### config.mk
export PLATFORM = sky130hd
export DESIGN_NAME = level_meter_peak_hold
export DESIGN_NICKNAME = d
export VERILOG_FILES = /design/src/rtl/lmph_pkg.sv /design/src/rtl/lmph_ballistics.sv /design/src/rtl/level_meter_peak_hold.sv
export SDC_FILE = /design/constraint.sdc
export NUM_CORES = 1
export LEC_CHECK = 0
export BUFFER_PORTS_ARGS = -buffer_cell sky130_fd_sc_hd__buf_2
export CORE_MARGIN = 5
export CORE_UTILIZATION = 35
export DETAILED_ROUTE_END_ITERATION = 10
export GPL_ROUTABILITY_DRIVEN = 0
export PLACE_DENSITY_LB_ADDON = 0.2
export REMOVE_ABC_BUFFERS = 1
export SLEW_MARGIN = 25
export SYNTH_ARGS = -nofsm -noshare
export SYNTH_HDL_FRONTEND = slang
export SYNTH_HIERARCHICAL = 1
export SYNTH_SLANG_ARGS = --single-unit
### constraint.sdc
create_clock -name clk -period 17.7 [get_ports clk]
set_clock_uncertainty 0.05 [all_clocks]
set_input_delay 0 -clock clk [delete_from_list [all_inputs] [get_ports clk]]
set_output_delay 0 -clock clk [all_outputs]
set_load 0.05 [all_outputs]
### src/rtl/lmph_pkg.sv
// Package for the level meter with peak hold.
// Holds shared constants, register index codes and the per-channel state type.
// No dependencies; the ballistics unit and the top level use it by scoped names.
package lmph_pkg;

  localparam int NUM_BANDS = 8;
  localparam int NUM_CH    = NUM_BANDS + 2;
  localparam int CH_IDX_W  = (NUM_CH > 1) ? $clog2(NUM_CH) : 1;

  localparam int CH_W    = 4;
  localparam int LEVEL_W = 8;
  localparam int HOLD_W  = 4;
  localparam int STEP_W  = 8;
  localparam int CFG_W   = 2;

  localparam logic [HOLD_W-1:0] PEAK_HOLD_TICKS_RST  = 4'd8;
  localparam logic [STEP_W-1:0] PEAK_FALL_STEP_RST   = 8'd3;
  localparam logic [STEP_W-1:0] MIN_RELEASE_STEP_RST = 8'd4;

  localparam logic [CFG_W-1:0] CFG_PEAK_HOLD_TICKS  = 2'd0;
  localparam logic [CFG_W-1:0] CFG_PEAK_FALL_STEP   = 2'd1;
  localparam logic [CFG_W-1:0] CFG_MIN_RELEASE_STEP = 2'd2;

  typedef struct packed {
    logic [LEVEL_W-1:0] level;
    logic [LEVEL_W-1:0] peak;
    logic [HOLD_W-1:0]  hold;
  } chan_state_t;

  typedef struct packed {
    logic [HOLD_W-1:0] peak_hold_ticks;
    logic [STEP_W-1:0] peak_fall_step;
    logic [STEP_W-1:0] min_release_step;
  } cfg_t;

endpackage

### src/rtl/lmph_ballistics.sv
// Combinational level release and peak hold update for one channel.
// Depends on lmph_pkg for the state and configuration types.
module lmph_ballistics (
  input  lmph_pkg::chan_state_t          cur,
  input  logic [lmph_pkg::LEVEL_W-1:0]   target,
  input  lmph_pkg::cfg_t                 cfg,
  output lmph_pkg::chan_state_t          nxt,
  output logic                           changed
);

  logic [lmph_pkg::LEVEL_W-1:0] gap;
  logic [lmph_pkg::LEVEL_W-1:0] half_gap;
  logic [lmph_pkg::LEVEL_W-1:0] step;
  logic [lmph_pkg::LEVEL_W-1:0] new_level;

  // The level rises straight to a higher target; otherwise it falls by the larger
  // of half the gap and the minimum step, but never below the target.
  always_comb begin
    gap      = cur.level - target;
    half_gap = gap >> 1;
    step     = (half_gap < cfg.min_release_step) ? cfg.min_release_step : half_gap;
    if (target >= cur.level) begin
      new_level = target;
    end else if (step >= gap) begin
      new_level = target;
    end else begin
      new_level = cur.level - step;
    end
  end

  always_comb begin
    nxt.level = new_level;
    nxt.peak  = cur.peak;
    nxt.hold  = cur.hold;
    if (new_level >= cur.peak) begin
      nxt.peak = new_level;
      nxt.hold = cfg.peak_hold_ticks;
    end else if (cur.hold != '0) begin
      nxt.hold = cur.hold - lmph_pkg::HOLD_W'(1);
    end else if (cur.peak > cfg.peak_fall_step) begin
      nxt.peak = cur.peak - cfg.peak_fall_step;
    end else begin
      nxt.peak = '0;
    end
    changed = (nxt.level != cur.level) || (nxt.peak != cur.peak);
  end

endmodule

### src/rtl/level_meter_peak_hold.sv
// Top level of the level meter with peak hold: channel state, handshakes
// and configuration registers. Depends on lmph_pkg and lmph_ballistics.
//
//   port group  direction  handshake             payload
//   in_*        input      in_valid / in_stall   channel, target_level,
//                                                spectrum_valid, frame_end
//   out_*       output     out_valid / out_stall level, peak, channel_changed,
//                                                frame_changed, frame_last
//   cfg_*       input      cfg_valid / cfg_ready cfg_index, cfg_data
//
// One transaction is accepted per clock while in_stall is low. A transaction
// passes through the input register, loaded on the accepting edge, and then
// the result register, from which its result is handed over. The state
// update and result capture happen in the same edge, so consecutive
// transactions for the same channel see each other's updates without bypass.
// Synchronous active-low reset clears all channel state, the frame change
// accumulator and the valid flags, and loads register defaults.
// A stalled result holds the result register; the input register then holds
// too and in_stall rises, so at most two transactions are ever in flight.
module level_meter_peak_hold (
  input  logic                            clk,
  input  logic                            rst_n,

  input  logic                            in_valid,
  output logic                            in_stall,
  input  logic [lmph_pkg::CH_W-1:0]       in_channel,
  input  logic [lmph_pkg::LEVEL_W-1:0]    in_target_level,
  input  logic                            in_spectrum_valid,
  input  logic                            in_frame_end,

  output logic                            out_valid,
  input  logic                            out_stall,
  output logic [lmph_pkg::LEVEL_W-1:0]    out_level,
  output logic [lmph_pkg::LEVEL_W-1:0]    out_peak,
  output logic                            out_channel_changed,
  output logic                            out_frame_changed,
  output logic                            out_frame_last,

  input  logic                            cfg_valid,
  output logic                            cfg_ready,
  input  logic [lmph_pkg::CFG_W-1:0]      cfg_index,
  input  logic [lmph_pkg::STEP_W-1:0]     cfg_data
);

  // Configuration registers. Writes are always taken; unknown indexes are
  // dropped.
  lmph_pkg::cfg_t cfg_r;

  assign cfg_ready = 1'b1;

  always_ff @(posedge clk) begin
    if (!rst_n) begin
      cfg_r.peak_hold_ticks  <= lmph_pkg::PEAK_HOLD_TICKS_RST;
      cfg_r.peak_fall_step   <= lmph_pkg::PEAK_FALL_STEP_RST;
      cfg_r.min_release_step <= lmph_pkg::MIN_RELEASE_STEP_RST;
    end else if (cfg_valid && cfg_ready) begin
      case (cfg_index)
        lmph_pkg::CFG_PEAK_HOLD_TICKS: begin
          cfg_r.peak_hold_ticks <= cfg_data[lmph_pkg::HOLD_W-1:0];
        end
        lmph_pkg::CFG_PEAK_FALL_STEP: begin
          cfg_r.peak_fall_step <= cfg_data;
        end
        lmph_pkg::CFG_MIN_RELEASE_STEP: begin
          cfg_r.min_release_step <= cfg_data;
        end
        default: begin
        end
      endcase
    end
  end

  // Input register stage.
  logic                          s1_vld_r;
  logic [lmph_pkg::CH_W-1:0]     s1_channel_r;
  logic [lmph_pkg::LEVEL_W-1:0]  s1_target_r;
  logic                          s1_spec_vld_r;
  logic                          s1_frame_end_r;

  logic out_vld_r;
  logic out_free;
  logic s1_adv;
  logic in_take;

  // The result register can take a new result when it is empty or being
  // drained this cycle; the input register advances into it on the same edge.
  assign out_free = !out_vld_r || !out_stall;
  assign s1_adv   = s1_vld_r && out_free;
  assign in_stall = s1_vld_r && !out_free;
  assign in_take  = in_valid && !in_stall;

  always_ff @(posedge clk) begin
    if (!rst_n) begin
      s1_vld_r <= 1'b0;
    end else if (in_take) begin
      s1_vld_r <= 1'b1;
    end else if (s1_adv) begin
      s1_vld_r <= 1'b0;
    end
  end

  always_ff @(posedge clk) begin
    if (in_take) begin
      s1_channel_r   <= in_channel;
      s1_target_r    <= in_target_level;
      s1_spec_vld_r  <= in_spectrum_valid;
      s1_frame_end_r <= in_frame_end;
    end
  end

  // Per-channel state, one entry per band plus left and right.
  lmph_pkg::chan_state_t chan_r [lmph_pkg::NUM_CH];
  logic                  frame_acc_r;
  logic                  frame_acc_nxt;

  logic [lmph_pkg::CH_IDX_W-1:0] ch_idx;
  logic                          ch_in_range;
  logic                          ch_is_band;
  logic [lmph_pkg::LEVEL_W-1:0]  eff_target;
  lmph_pkg::chan_state_t         cur_state;
  lmph_pkg::chan_state_t         new_state;
  logic                          unit_changed;
  logic                          res_changed;
  logic                          res_frame_changed;

  assign ch_idx      = lmph_pkg::CH_IDX_W'(s1_channel_r);
  assign ch_in_range = int'(s1_channel_r) < lmph_pkg::NUM_CH;
  assign ch_is_band  = int'(s1_channel_r) < lmph_pkg::NUM_BANDS;

  // Band targets read as zero while the spectrum is not valid; the stereo
  // channels ignore that flag.
  assign eff_target = (ch_is_band && !s1_spec_vld_r) ? '0 : s1_target_r;
  assign cur_state  = ch_in_range ? chan_r[ch_idx] : '0;

  lmph_ballistics u_ballistics (
    .cur     (cur_state),
    .target  (eff_target),
    .cfg     (cfg_r),
    .nxt     (new_state),
    .changed (unit_changed)
  );

  assign res_changed       = ch_in_range && unit_changed;
  assign res_frame_changed = res_changed || frame_acc_r;
  // The accumulator restarts after the last channel of each frame.
  assign frame_acc_nxt     = s1_frame_end_r ? 1'b0 : res_frame_changed;

  always_ff @(posedge clk) begin
    if (!rst_n) begin
      for (int i = 0; i < lmph_pkg::NUM_CH; i++) begin
        chan_r[i] <= '0;
      end
      frame_acc_r <= 1'b0;
    end else if (s1_adv) begin
      if (ch_in_range) begin
        chan_r[ch_idx] <= new_state;
      end
      frame_acc_r <= frame_acc_nxt;
    end
  end

  // Result register. An out-of-range channel reports zero level and peak.
  logic [lmph_pkg::LEVEL_W-1:0] out_level_r;
  logic [lmph_pkg::LEVEL_W-1:0] out_peak_r;
  logic                         out_chg_r;
  logic                         out_fchg_r;
  logic                         out_last_r;

  always_ff @(posedge clk) begin
    if (!rst_n) begin
      out_vld_r <= 1'b0;
    end else if (out_free) begin
      out_vld_r <= s1_vld_r;
    end
  end

  always_ff @(posedge clk) begin
    if (s1_adv) begin
      out_level_r <= ch_in_range ? new_state.level : '0;
      out_peak_r  <= ch_in_range ? new_state.peak : '0;
      out_chg_r   <= res_changed;
      out_fchg_r  <= res_frame_changed;
      out_last_r  <= s1_frame_end_r;
    end
  end

  assign out_valid           = out_vld_r;
  assign out_level           = out_level_r;
  assign out_peak            = out_peak_r;
  assign out_channel_changed = out_chg_r;
  assign out_frame_changed   = out_fchg_r;
  assign out_frame_last      = out_last_r;

endmodule

Yosys cells after proc, flatten, opt, wreduce, memory -nomap -nowiden. Memories as Yosys holds them, arrays and structs flattened. A register that Yosys moved wholly into a read port is not among the register bits. Index checks and enable logic that the tools add are counted. W data, S select, Z words.

Bits in registers: 56. Memory bits (writable): 200. Input bits: 29. Output and inout port bits: 22. Word-level logic and storage cells: 72. Memories kept: 1.

Memory list: chan_r (depth 10, bits a word 20, read ports 1, clocked after memory_dff 1, write ports 10, line level_meter_peak_hold.sv:112) `lmph_pkg::chan_state_t chan_r [lmph_pkg::NUM_CH];`.

$add $sub $neg: 4. Magnitude comparators: 7. Equal/unequal tests: 4. Muxes and demuxes: 21. Reduce and logical (&&, ||, !) cells: 20.

Operators by type and width (count): $mux W8 (6); $mux W20 (2); $ge A8 B8 Y1 (3); $sub A8 B8 Y8 (3); $reduce_or A20 Y1 (1); $ne A8 B8 Y1 (2); $mux W12 (1); $mux W4 (3); $mux W1 (9); $gt A8 B8 Y1 (1); $lt A4 B4 Y1 const B (2); $lt A7 B8 Y1 (1); $reduce_and A2 Y1 (3); $logic_and A1 B1 Y1 (5); $logic_not A1 Y1 (5); $reduce_bool A4 Y1 (1); $sub A4 B1 Y4 const B (1); $logic_or A1 B1 Y1 (3); $eq A2 B1 Y1 const B (1); $eq A2 B2 Y1 const B (1); $logic_not A2 Y1 (1); $reduce_bool A2 Y1 (1).

Depth between registers and ports, before layout. Gate-level depths: netlist (run 1).

Word-level depth: 16. Mapped depth: 41. Depth with buffers taken out: 35.

Cells and area by module. Netlist (run 1), hierarchy kept.

Modules (own cells, without submodules): level_meter_peak_hold (times used 1, cells an instance 917, area an instance 15516.1 µm², seq. area each 11140.7 µm²); lmph_ballistics (times used 1, cells an instance 390, area an instance 2790.2 µm², seq. area each 0.0 µm²).

Least setup slack after synthesis (run 1). Ideal clock, no wire load.

Path kind: flip-flop to flip-flop. Start: register (tool-made name). End: register out_fchg_r (netlist: out_frame_changed), data pin. Library setup time: 0.262 ns. Arrival time: 8.991 ns. Required time: 17.388 ns. Setup slack: 8.397 ns. Cell stages (with the launch flop): 37. Period minus slack after synthesis: 9.303 ns. Cell sequence: dfxtp_1 -> buf_6 -> buf_2 -> mux4_2 -> mux2i_1 -> o22ai_1 -> ha_1 -> a21o_1 -> a21o_1 -> a21o_1 -> a21o_1 -> a31oi_1 -> xnor2_1 -> ha_1 -> nor2_1 -> a211oi_1 -> clkbuf_1 -> mux2i_1 -> ha_1 -> a211oi_1 -> nor2_1 -> a2111oi_4 -> and3_4 -> buf_6 -> mux2i_4 -> inv_1 -> ha_1 -> a2111oi_0 -> o21a_1 -> clkbuf_1 -> nor2_1 -> o221ai_1 -> o221ai_2 -> or4_1 -> or4_1 -> and2_1 -> or2_2.

RTL lines: end signal: assignment (line level_meter_peak_hold.sv:182) `out_fchg_r <= res_frame_changed;`; end: declaration (line level_meter_peak_hold.sv:166) `logic out_fchg_r;`.

==> impl_results.md, run 1 <==
- Status: complete, no violations
- Mux cell area share after synthesis: 14.4%
- TritonCTS clock tree: yes
- Largest net degree at the start of global routing: 42
- RSZ-0062 raised after global routing: false
- Post-synthesis sequential area ratio: 60.9%
- Max incr delay on CP: 810 ps
- CTS buffer count: 44
- Post-synth top flop: edfxtp_1
- Final wirelength: 47900 um
- Final Hold Vio Count: 0
- Number of synthesized register bits: 380
- Die width: between 200 and 250 um
- Clk slew on worst S/H paths: 60 ps
- Drt wl/cell: 21.4 um
- Fmax: 0.0924 GHz
- Worst hold start: in_target_level[5]
- Row count: a little over 80
- Final std cells w/o fill: 2237
- Antenna diodes: 0
- First-pass GRT wire length: around 73000 um
- Power density cells: 128 nW/um^2
- Required @ worst endpoint: 17970 ps
- Synth Area in XOR/XNOR: between 1 and 1.5%
- DR DRC count: 0
- Max Cap Violations: 0
- Vias in the first global route: about 12000
- Top Usage Layer GRT: met2
- Placed insts: 2120
- Fillcell total: 4788
- Post-route clock period utilization: 61.2%
- Die area: approximately 57000 sq um
- Clk Latency, worst-skew pair: 590 ps
- CTS max path bufs: 3
- Pins Over Slew Limit: 0
- Share of the synthesized area in the top cell type: 57.9%
- Synth Area in Adders: roughly 3.5%
- Count leader, synth: edfxtp_1
- Worst Setup End Kind: register
- Clock Sinks: 380
- # nets final: about 1600
- Share of cells above drive strength 1: 19.3%
- Netlist cell types: 82
- DR vias: ~11000
- Largest family of logic cells by synthesized area: multiplexers
- Largest fanout on the critical path: 34
- Worst Setup Start Kind: register
- Slew headroom: between 30% and 40%
- Actual slew at the worst max-slew pin: approximately 1000 ps
- Root buf cell: clkbuf_16
- Final ANT Viol Nets: 0
- Starting Density: 35.5%
- Lkg Pwr: 8.13 nW
- M2 GR Usage: 27.2%
- Final setup violation count: 0
- Max stage delay cell, worst path: dfxtp_4
- Die Y: 239 um
- Max rail drop VDD: 72.2 uV
- Yosys warns: 6
- Setup TNS after final layout: 0 ps
- Post-Synth Simple-Gate Area: 10.5%
- Avg Vias per Cell: roughly 5.1
- Data arrival, critical path: 11100 ps
- Fin util: 41.7%
- Ranking of synthesized cells by area: edfxtp_1, mux4_2, mux2i_1
- Gr ovfl total: 0
- Port Buffers: 49
- Initial antenna violation count: 0
- I/O pins: 51
- Area leader, netlist: edfxtp_1
- Synthesis-to-layout area growth: 17.5%
- Ys async rst share: 0%
- Global Route Usage Sum: 16.8%
- Mapped cell area: 18300 sq um
- Compound-gate portion of the synthesized area: 5.91%
- Mapped Cells: 1307
- Hold crit path type: in2reg
- Mapped Avg Cell Area: 14.0 sq um
- Core Box Area: approximately 52000 sq um
- Detailed placement HPWL: 31000 um
- Met3 Use GR: 2.46%
- Drt pass-1 iters: 5
- Synth cell count leaders: edfxtp_1, nor2_1, mux4_2, inv_1, mux2i_1
- Detailed Route Iter0 Violations: ~1000
- Max H-tree Level: 2
- Met1 usage: a little under a quarter
- Kind of critical path: reg2reg
- Tmin final: around 11000 ps
- Number of synthesized flops with an enable pin: 353
[worst max-delay path, delay by kind of cell (launching register included)]
| kind | cells | cell delay [ps] |
|---|---|---|
| XOR/XNOR | 1 | 240 |
| AO/OA/AOI/OAI | 13 | 3520 |
| buffers and inverters | 2 | 900 |
| multiplexers | 4 | 1470 |
| AND/OR/NAND/NOR | 9 | 2250 |
| adder cells (fa/ha/maj) | 4 | 1240 |
| flip-flops | 1 | 810 |
[final timing paths]
check / to / slack, ps / cells after the start
worst max-delay path: out_frame_changed / 6870 / 33
worst min-delay path: s1_target_r[5] / 90 / 2
worst max register to register: out_frame_changed / 6870 / 33
worst min register to register: frame_acc_r / 420 / 2
[routing by layer]
metal / part of all wire, % / routed length, um
met1: 44 / 21200
met2: 47 / 22600
met3: 5.4 / 2570
met4: 3.1 / 1500
met5: 0 / 0
[cell families (layout without fill, tap and decap cells)]
family | Yosys count | count (layout)
AOI/OAI and AO/OA | 151 | 151
xor gates and xnor gates | 23 | 23
adders and majority gates | 49 | 49
buffers and inverters | 145 | 276
DFF | 380 | 380
muxes | 161 | 161
other | 2 | 121
and+or+nand+nor | 396 | 396
[power by group]
part           total, mW  internal (mW)  switching, mW  leakage [nW]
combinational      0.788          0.291          0.497          3.59
clock              0.897          0.519          0.378         0.692
sequential          1.07           1.05         0.0249          3.85
[metrics by stage]
| stage | power, mW | hold slack (ps) | area [sq um] | setup slack, ps |
|---|---|---|---|---|
| after floorplan | 1.63 | 11.9 | 18400 | 4410 |
| after global placement | 1.86 | 133 | 19700 | 6910 |
| after detailed placement | 1.87 | 128 | 19700 | 6910 |
| after CTS | 2.78 | 49.3 | 21500 | 6890 |
| after global routing | 2.89 | 75.2 | 21500 | 6000 |
| final | 2.76 | 85.6 | 21500 | 6870 |
[sequential cells by signal (all words and copies together), names as in the netlist, named ones only]
signal               flops
out_valid                1
ch_idx                   4
out_frame_last           1
s1_spec_vld_r            1
s1_frame_end_r           1
s1_target_r              8
out_channel_changed      1
cfg_r                   20
frame_acc_r              1
chan_r                 320
out_level                8
out_peak                 8
s1_vld_r                 1
out_frame_changed        1
[timing repair]
item	4_1_cts	5_1_grt
buffers inserted	0	0
gates resized for setup	0	0
endpoints found under the hold margin	42	0
hold buffers	35	0
[area by class of cell]
| class | count | area [sq um] | area share [%] |
|---|---|---|---|
| inverters | 78 | 293 | 1.36 |
| well taps | 680 | 851 | 3.95 |
| clock inverters | 33 | 300 | 1.40 |
| clock buffers | 49 | 1120 | 5.20 |
| flip-flops and latches | 380 | 11100 | 51.8 |
| repair buffers | 116 | 836 | 3.88 |
| multi-input cells | 901 | 6970 | 32.4 |
[cells in the final DEF, fill, tap and decap left out, drive strengths merged, types with 46 or more instances in the layout]
master | Yosys | final
buf | 34 | 81
nand2 | 69 | 69
inv | 77 | 82
clkbuf | 33 | 49
ha | 46 | 46
nor2 | 209 | 209
conb | 2 | 121
edfxtp | 353 | 353
mux4 | 80 | 80
mux2i | 74 | 74
Note: power is estimated with default switching activity, not from simulation.
==> run 2: changes to the inputs <==
==> constraint.sdc (replaced) <==
create_clock -name clk -period 10.5 [get_ports clk]
set_clock_uncertainty 0.05 [all_clocks]
set_input_delay 0 -clock clk [delete_from_list [all_inputs] [get_ports clk]]
set_output_delay 0 -clock clk [all_outputs]
set_load 0.05 [all_outputs]
==> run 2 against run 1 <==
  * Clock-buffer cell count increased by 5
  * First-iteration DRC count increased by 1.6%
  * Critical endpoint unchanged
  * Core utilization about the same
  * Wire length increased by 1.0%
  * Sequential power increased by 68%
  * Register-to-register slack got worse by 6400 ps
  * Die area unchanged
  * Power increased by 67%
  * Sequential share of layout area about the same
  * Clock power increased by 62%
  * Combinational power increased by 73%
  * Global-route usage increased by 0.081 points
==> impl_results.md, run 2 (synthesized netlist as in run 1, its figures left out) <==
- Status: complete, no violations
- Largest register FFs: 320
- Final wirelength: 48400 um
- # nets final: approximately 1600
- Row count: 83
- Avg Vias per Cell: 5.08
- Commonest non-fill, non-tap cell in the layout: edfxtp_1
- Max H-tree Level: 2
- Root buf cell: clkbuf_16
- Clk slew on worst S/H paths: ~60 ps
- Setup TNS after final layout: 0 ps
- Initial antenna violation count: 0
- Detailed placement HPWL: 31800 um
- Global Route Usage Sum: 16.9%
- RSZ-0062 raised after global routing: false
- Final ANT Viol Nets: 0
- I/O pins: 51
- Die width: between 200 and 250 um
- CTS max path bufs: 3
- Vias in the first global route: 11493
- Final std cells w/o fill: about 2200
- Largest register by flop count: chan_r
- Synthesis-to-layout area growth: 17.6%
- Total Power: 4.61 mW
- Port Buffers: 49
- Worst Setup Start Kind: register
- Hold crit path type: in2reg
- Share of cells above drive strength 1: 19.6%
- Pins Over Slew Limit: 0
- Most frequent cells in the layout: edfxtp_1, nor2_1, conb_1
- Slew headroom: 31.4%
- First-pass GRT wire length: 72800 um
- Antenna diodes: 0
- Lkg Pwr: 8.16 nW
- Starting Density: between 30% and 40%
- DR vias: 11405
- Final setup violation count: 0
- Fillcell total: 4794
- Largest fanout on the critical path: 22
- TritonCTS clock tree: yes
- Fin area: 21500 sq um
- Actual slew at the worst max-slew pin: approximately 1000 ps
- Clk Latency, worst-skew pair: around 570 ps
- Post-route clock period utilization: 95.3%
- Required @ worst endpoint: 10760 ps
- Largest regs: chan_r x320, cfg_r x20
- Max incr delay on CP: 630 ps
- DR DRC count: 0
- Max rail drop VDD: 97.0 uV
- Placed insts: 2136
- Post-DP Area: 19900 sq um
- Core Box Area: 51600 sq um
- Die area: 57000 sq um
- Data arrival, critical path: between 10000 and 15000 ps
- Drt pass-1 iters: 6
- Max Cap Violations: 0
- Largest net degree at the start of global routing: 37
- Power density cells: 214 nW/um^2
- Max stage delay cell, worst path: dfxtp_4
- Fmax: between 0.09 and 0.1 GHz
- Gr ovfl total: 0
- Final Hold Vio Count: 0
- Worst Setup End Kind: register
- Tmin final: between 10000 and 15000 ps
- Kind of critical path: reg2reg
- Detailed Route Iter0 Violations: 993
- Crit path top cell by count: ha_1
- WHS: 96.4 ps
- Die Y: about 240 um
- Drt wl/cell: 21.5 um
- Clock Sinks: 380
- CTS buffer count: 43
run 2: cell types whose count changed in the layout (fill, tap and decap cells not counted), sizes merged:
cell         delta
clkbuf          +5
dlygate4sd3     -1
buf            +16
clkinv          -6
bufinv          -1
clkinvlp        -3
run 2: layer usage:
layer | vias up | part of all wire (%) | track usage (%)
li1 | 5240 | - | -
met1 | 5729 | 45 | 23.7
met2 | 361 | 47 | 27.3
met3 | 75 | 6.1 | 2.80
met4 | 0 | 2.5 | 5.10
met5 | - | 0 | 0
run 2: area by class of cell:
cell class,instances,area (sq um),share of cell area [%]
Timing Repair Buffer,131,946,4.39
Clock inverter,23,208,0.965
Clock buffer,54,1120,5.19
Multi-Input combinational cell,901,6960,32.3
Tap cell,680,851,3.95
Sequential cell,380,11100,51.8
Inverter,78,293,1.36
run 2: critical path, delay by kind of cell, from the launching register on:
kind	cells	cell delay, ps
buf+inv	4	1010
fa+ha+maj	4	1210
simple gates	7	1980
xor+xnor	1	210
mux	4	1320
compound gates	11	3330
flops	1	630
run 2: power by group:
group	internal (mW)	switching (mW)
Combinational	0.514	0.848
Clock	0.832	0.616
Sequential	1.76	0.0365
run 2: per-stage QoR:
stage	utilization, %	setup slack, ps
5_1_grt	41.7	40.5
4_1_cts	41.7	578
3_5_place_dp	38.5	608
2_1_floorplan	-	-2790
3_3_place_gp	38.5	727
6_report	41.7	496
run 2: path summary, 6_finish.rpt:
check | start | depth (start not counted) | slack (ps) | end
min reg2reg | frame_acc_r | 2 | 420 | frame_acc_r
max reg2reg | register | 31 | 500 | out_frame_changed
min | in_target_level[5] | 2 | 100 | s1_target_r[5]
max | register | 31 | 500 | out_frame_changed
run 2: timing repair:
item / 4_1_cts / 5_1_grt
hold buffers: 34 / 0
gates resized for setup: 0 / 0
endpoints found under the hold margin: 41 / 0
buffers inserted: 0 / 0
==> run 3: changes to the inputs <==
--- a/config.mk
+++ b/config.mk
@@ -6,6 +6,7 @@
 export NUM_CORES = 1
 export LEC_CHECK = 0
 export BUFFER_PORTS_ARGS = -buffer_cell sky130_fd_sc_hd__buf_2
+export CORE_ASPECT_RATIO = 0.8
 export CORE_MARGIN = 5
 export CORE_UTILIZATION = 35
 export DETAILED_ROUTE_END_ITERATION = 10
==> run 3 against run 2 <==
  * Register-to-register slack improved by 240 ps
  * Via count fell by 0.12%
  * Power fell by 1.4%
  * Non-clock buffer count did not move
  * Global-route usage fell by 0.37 points
  * Worst hold slack improved by 30 ps
  * Sequential power barely moved
  * Die area barely moved
  * Cell count rose by 0.27%
  * Cell area fell by 0.46%
  * Critical endpoint unchanged
  * Largest power group unchanged
==> impl_results.md, run 3 (synthesized netlist as in run 1, its figures left out) <==
- Pins Over Slew Limit: 0
- Setup Fix Bufs, Post-CTS: 0
- Power density cells: 212 nW/um^2
- R2R Setup Slk: 740 ps
- # nets final: 1609
- Kind of critical path: reg2reg
- Total Power: 4.55 mW
- Largest register by flop count: chan_r
- Max incr delay on CP: between 600 and 700 ps
- Worst reg2reg endpoint: out_frame_changed
- Synthesis-to-layout area growth: 17.0%
- Drt wl/cell: 21.2 um
- TritonCTS clock tree: yes
- Commonest non-fill, non-tap cell in the layout: edfxtp_1
- Starting Density: 35.1%
- Max Cap Violations: 0
- Largest fanout on the critical path: 24
- Lkg Pwr: about 8 nW
- Crit path buf inv count: 5
- Tmin final: 9760 ps
- Detailed placement HPWL: about 31000 um
- Max H-tree Level: 2
- Clk Latency, worst-skew pair: 550 ps
- Clk slew on worst S/H paths: approximately 60 ps
- RSZ-0062 raised after global routing: false
- Required @ worst endpoint: 10740 ps
- Clock Sinks: between 300 and 400
- Register area: 11100 sq um
- Final setup violation count: 0
- Max stage delay cell, worst path: dfxtp_4
- Initial antenna violation count: 2
- Largest regs: chan_r x320, cfg_r x20
- First-pass GRT wire length: 72100 um
- Hold crit path type: in2reg
- Worst Setup End Kind: register
- Final wirelength: 47800 um
- Hold_buf cts: 32
- Status: complete, no violations
- Avg Vias per Cell: 5.06
- Slew headroom: roughly two fifths
- Detailed Route Iter0 Violations: ~1000
- DR DRC count: 0
- Final ANT Viol Nets: 0
- Antenna diodes: 0
- Die Y: approximately 210 um
- Final Hold Vio Count: 0
- Fillcell total: 4917
- Fmax: 0.102 GHz
- Top delay family on crit path: compound AO/OA/AOI/OAI gates
- Global Route Usage Sum: approximately 17%
- Largest net degree at the start of global routing: 37
- Vias in the first global route: approximately 11000
- Root buf cell: clkbuf_16
- Multi-input gate area: 6960 sq um
- Port Buffers: 49
- Core Box Area: 52100 sq um
- Cells resized by post-CTS repair: 0
- Depth of the most critical reg-to-reg path: 33
- I/O pins: 51
- CTS buffer count: 39
- Crit path top cell by count: ha_1
- CTS max path bufs: 3
- DR vias: 11391
- Drt pass-1 iters: 6
- Total stage count of the critical path: 33
- Share of cells above drive strength 1: 19.4%
- Max rail drop VDD: 113 uV
- Gr ovfl total: 0
- Actual slew at the worst max-slew pin: 916 ps
- Worst Setup Start Kind: register
- Data arrival, critical path: 10000 ps
- Die width: 266 um
- Most frequent cells in the layout: edfxtp_1, nor2_1, conb_1
- Die area: 57000 sq um
- Crit path capture: out_frame_changed
- Post-route clock period utilization: 93.0%
- WHS: approximately 130 ps
- Row count: between 70 and 80
- Largest register FFs: 320
==> run 3: cell count changes in the layout (fill, tap and decap cells not counted), sizes merged <==
cell and change:
dlygate4sd3 -2, buf +2, clkinv -5, inv -2
==> run 3: through the flow <==
| step | util, % | instances | setup TNS [ps] | setup WS, ps | cell area, sq um |
|---|---|---|---|---|---|
| 6_report | 41.1 | 2253 | 0 | 735 | 21400 |
| 5_1_grt | 41.1 | 2253 | 0 | 125 | 21400 |
| 4_1_cts | 41.1 | 2253 | 0 | 760 | 21400 |
| 3_5_place_dp | 38.2 | 2151 | 0 | 783 | 19900 |
| 3_3_place_gp | 38.2 | 2151 | 0 | 862 | 19900 |
| 2_1_floorplan | - | 1359 | -296350 | -2790 | 18400 |
==> run 3: cell type report <==
| cell class | instances | share of cell area (%) |
|---|---|---|
| clock inverter | 16 | 0.794 |
| timing repair buffer | 131 | 4.39 |
| clock buffer | 54 | 4.86 |
| sequential | 380 | 52.0 |
| tap | 693 | 4.05 |
| multi-input combinational | 901 | 32.5 |
| inverter | 78 | 1.37 |
==> run 3: worst min path at each step <==
stage	start	endpoint	slack, ps	depth (start not counted)
2_1_floorplan	rst_n	cfg_r[19]	10	1
3_3_place_gp	in_frame_end	s1_frame_end_r	130	1
3_5_place_dp	in_target_level[4]	s1_target_r[4]	130	1
4_1_cts	in_frame_end	s1_frame_end_r	100	2
5_1_grt	in_target_level[6]	s1_target_r[6]	120	2
6_report	in_target_level[5]	s1_target_r[5]	130	2
==> run 3: where the power goes <==
group / switching [mW] / internal (mW) / total, mW
clock network: 0.581 / 0.772 / 1.35
logic: 0.874 / 0.520 / 1.39
registers: 0.0365 / 1.76 / 1.80
total: 1.49 / 3.06 / 4.55
==> run 3: layer usage <==
metal	GRT usage, %	share of wire, %	routed length [um]	vias up
li1	-	-	-	5232
met1	24.3	45	21600	5700
met2	25.5	45	21400	386
met3	3.71	8.0	3850	73
met4	3.48	1.9	928	0
met5	0	0	0	-
==> run 3: worst reg2reg max path, delay by kind of cell, from the launching register on <==
kind | cells | cell delay, ps
AOI/OAI and AO/OA | 12 | 2860
and+or+nand+nor | 6 | 1990
muxes | 4 | 1450
adders and majority gates | 5 | 1450
buffers and inverters | 5 | 910
DFF | 1 | 660
xor gates and xnor gates | 1 | 130
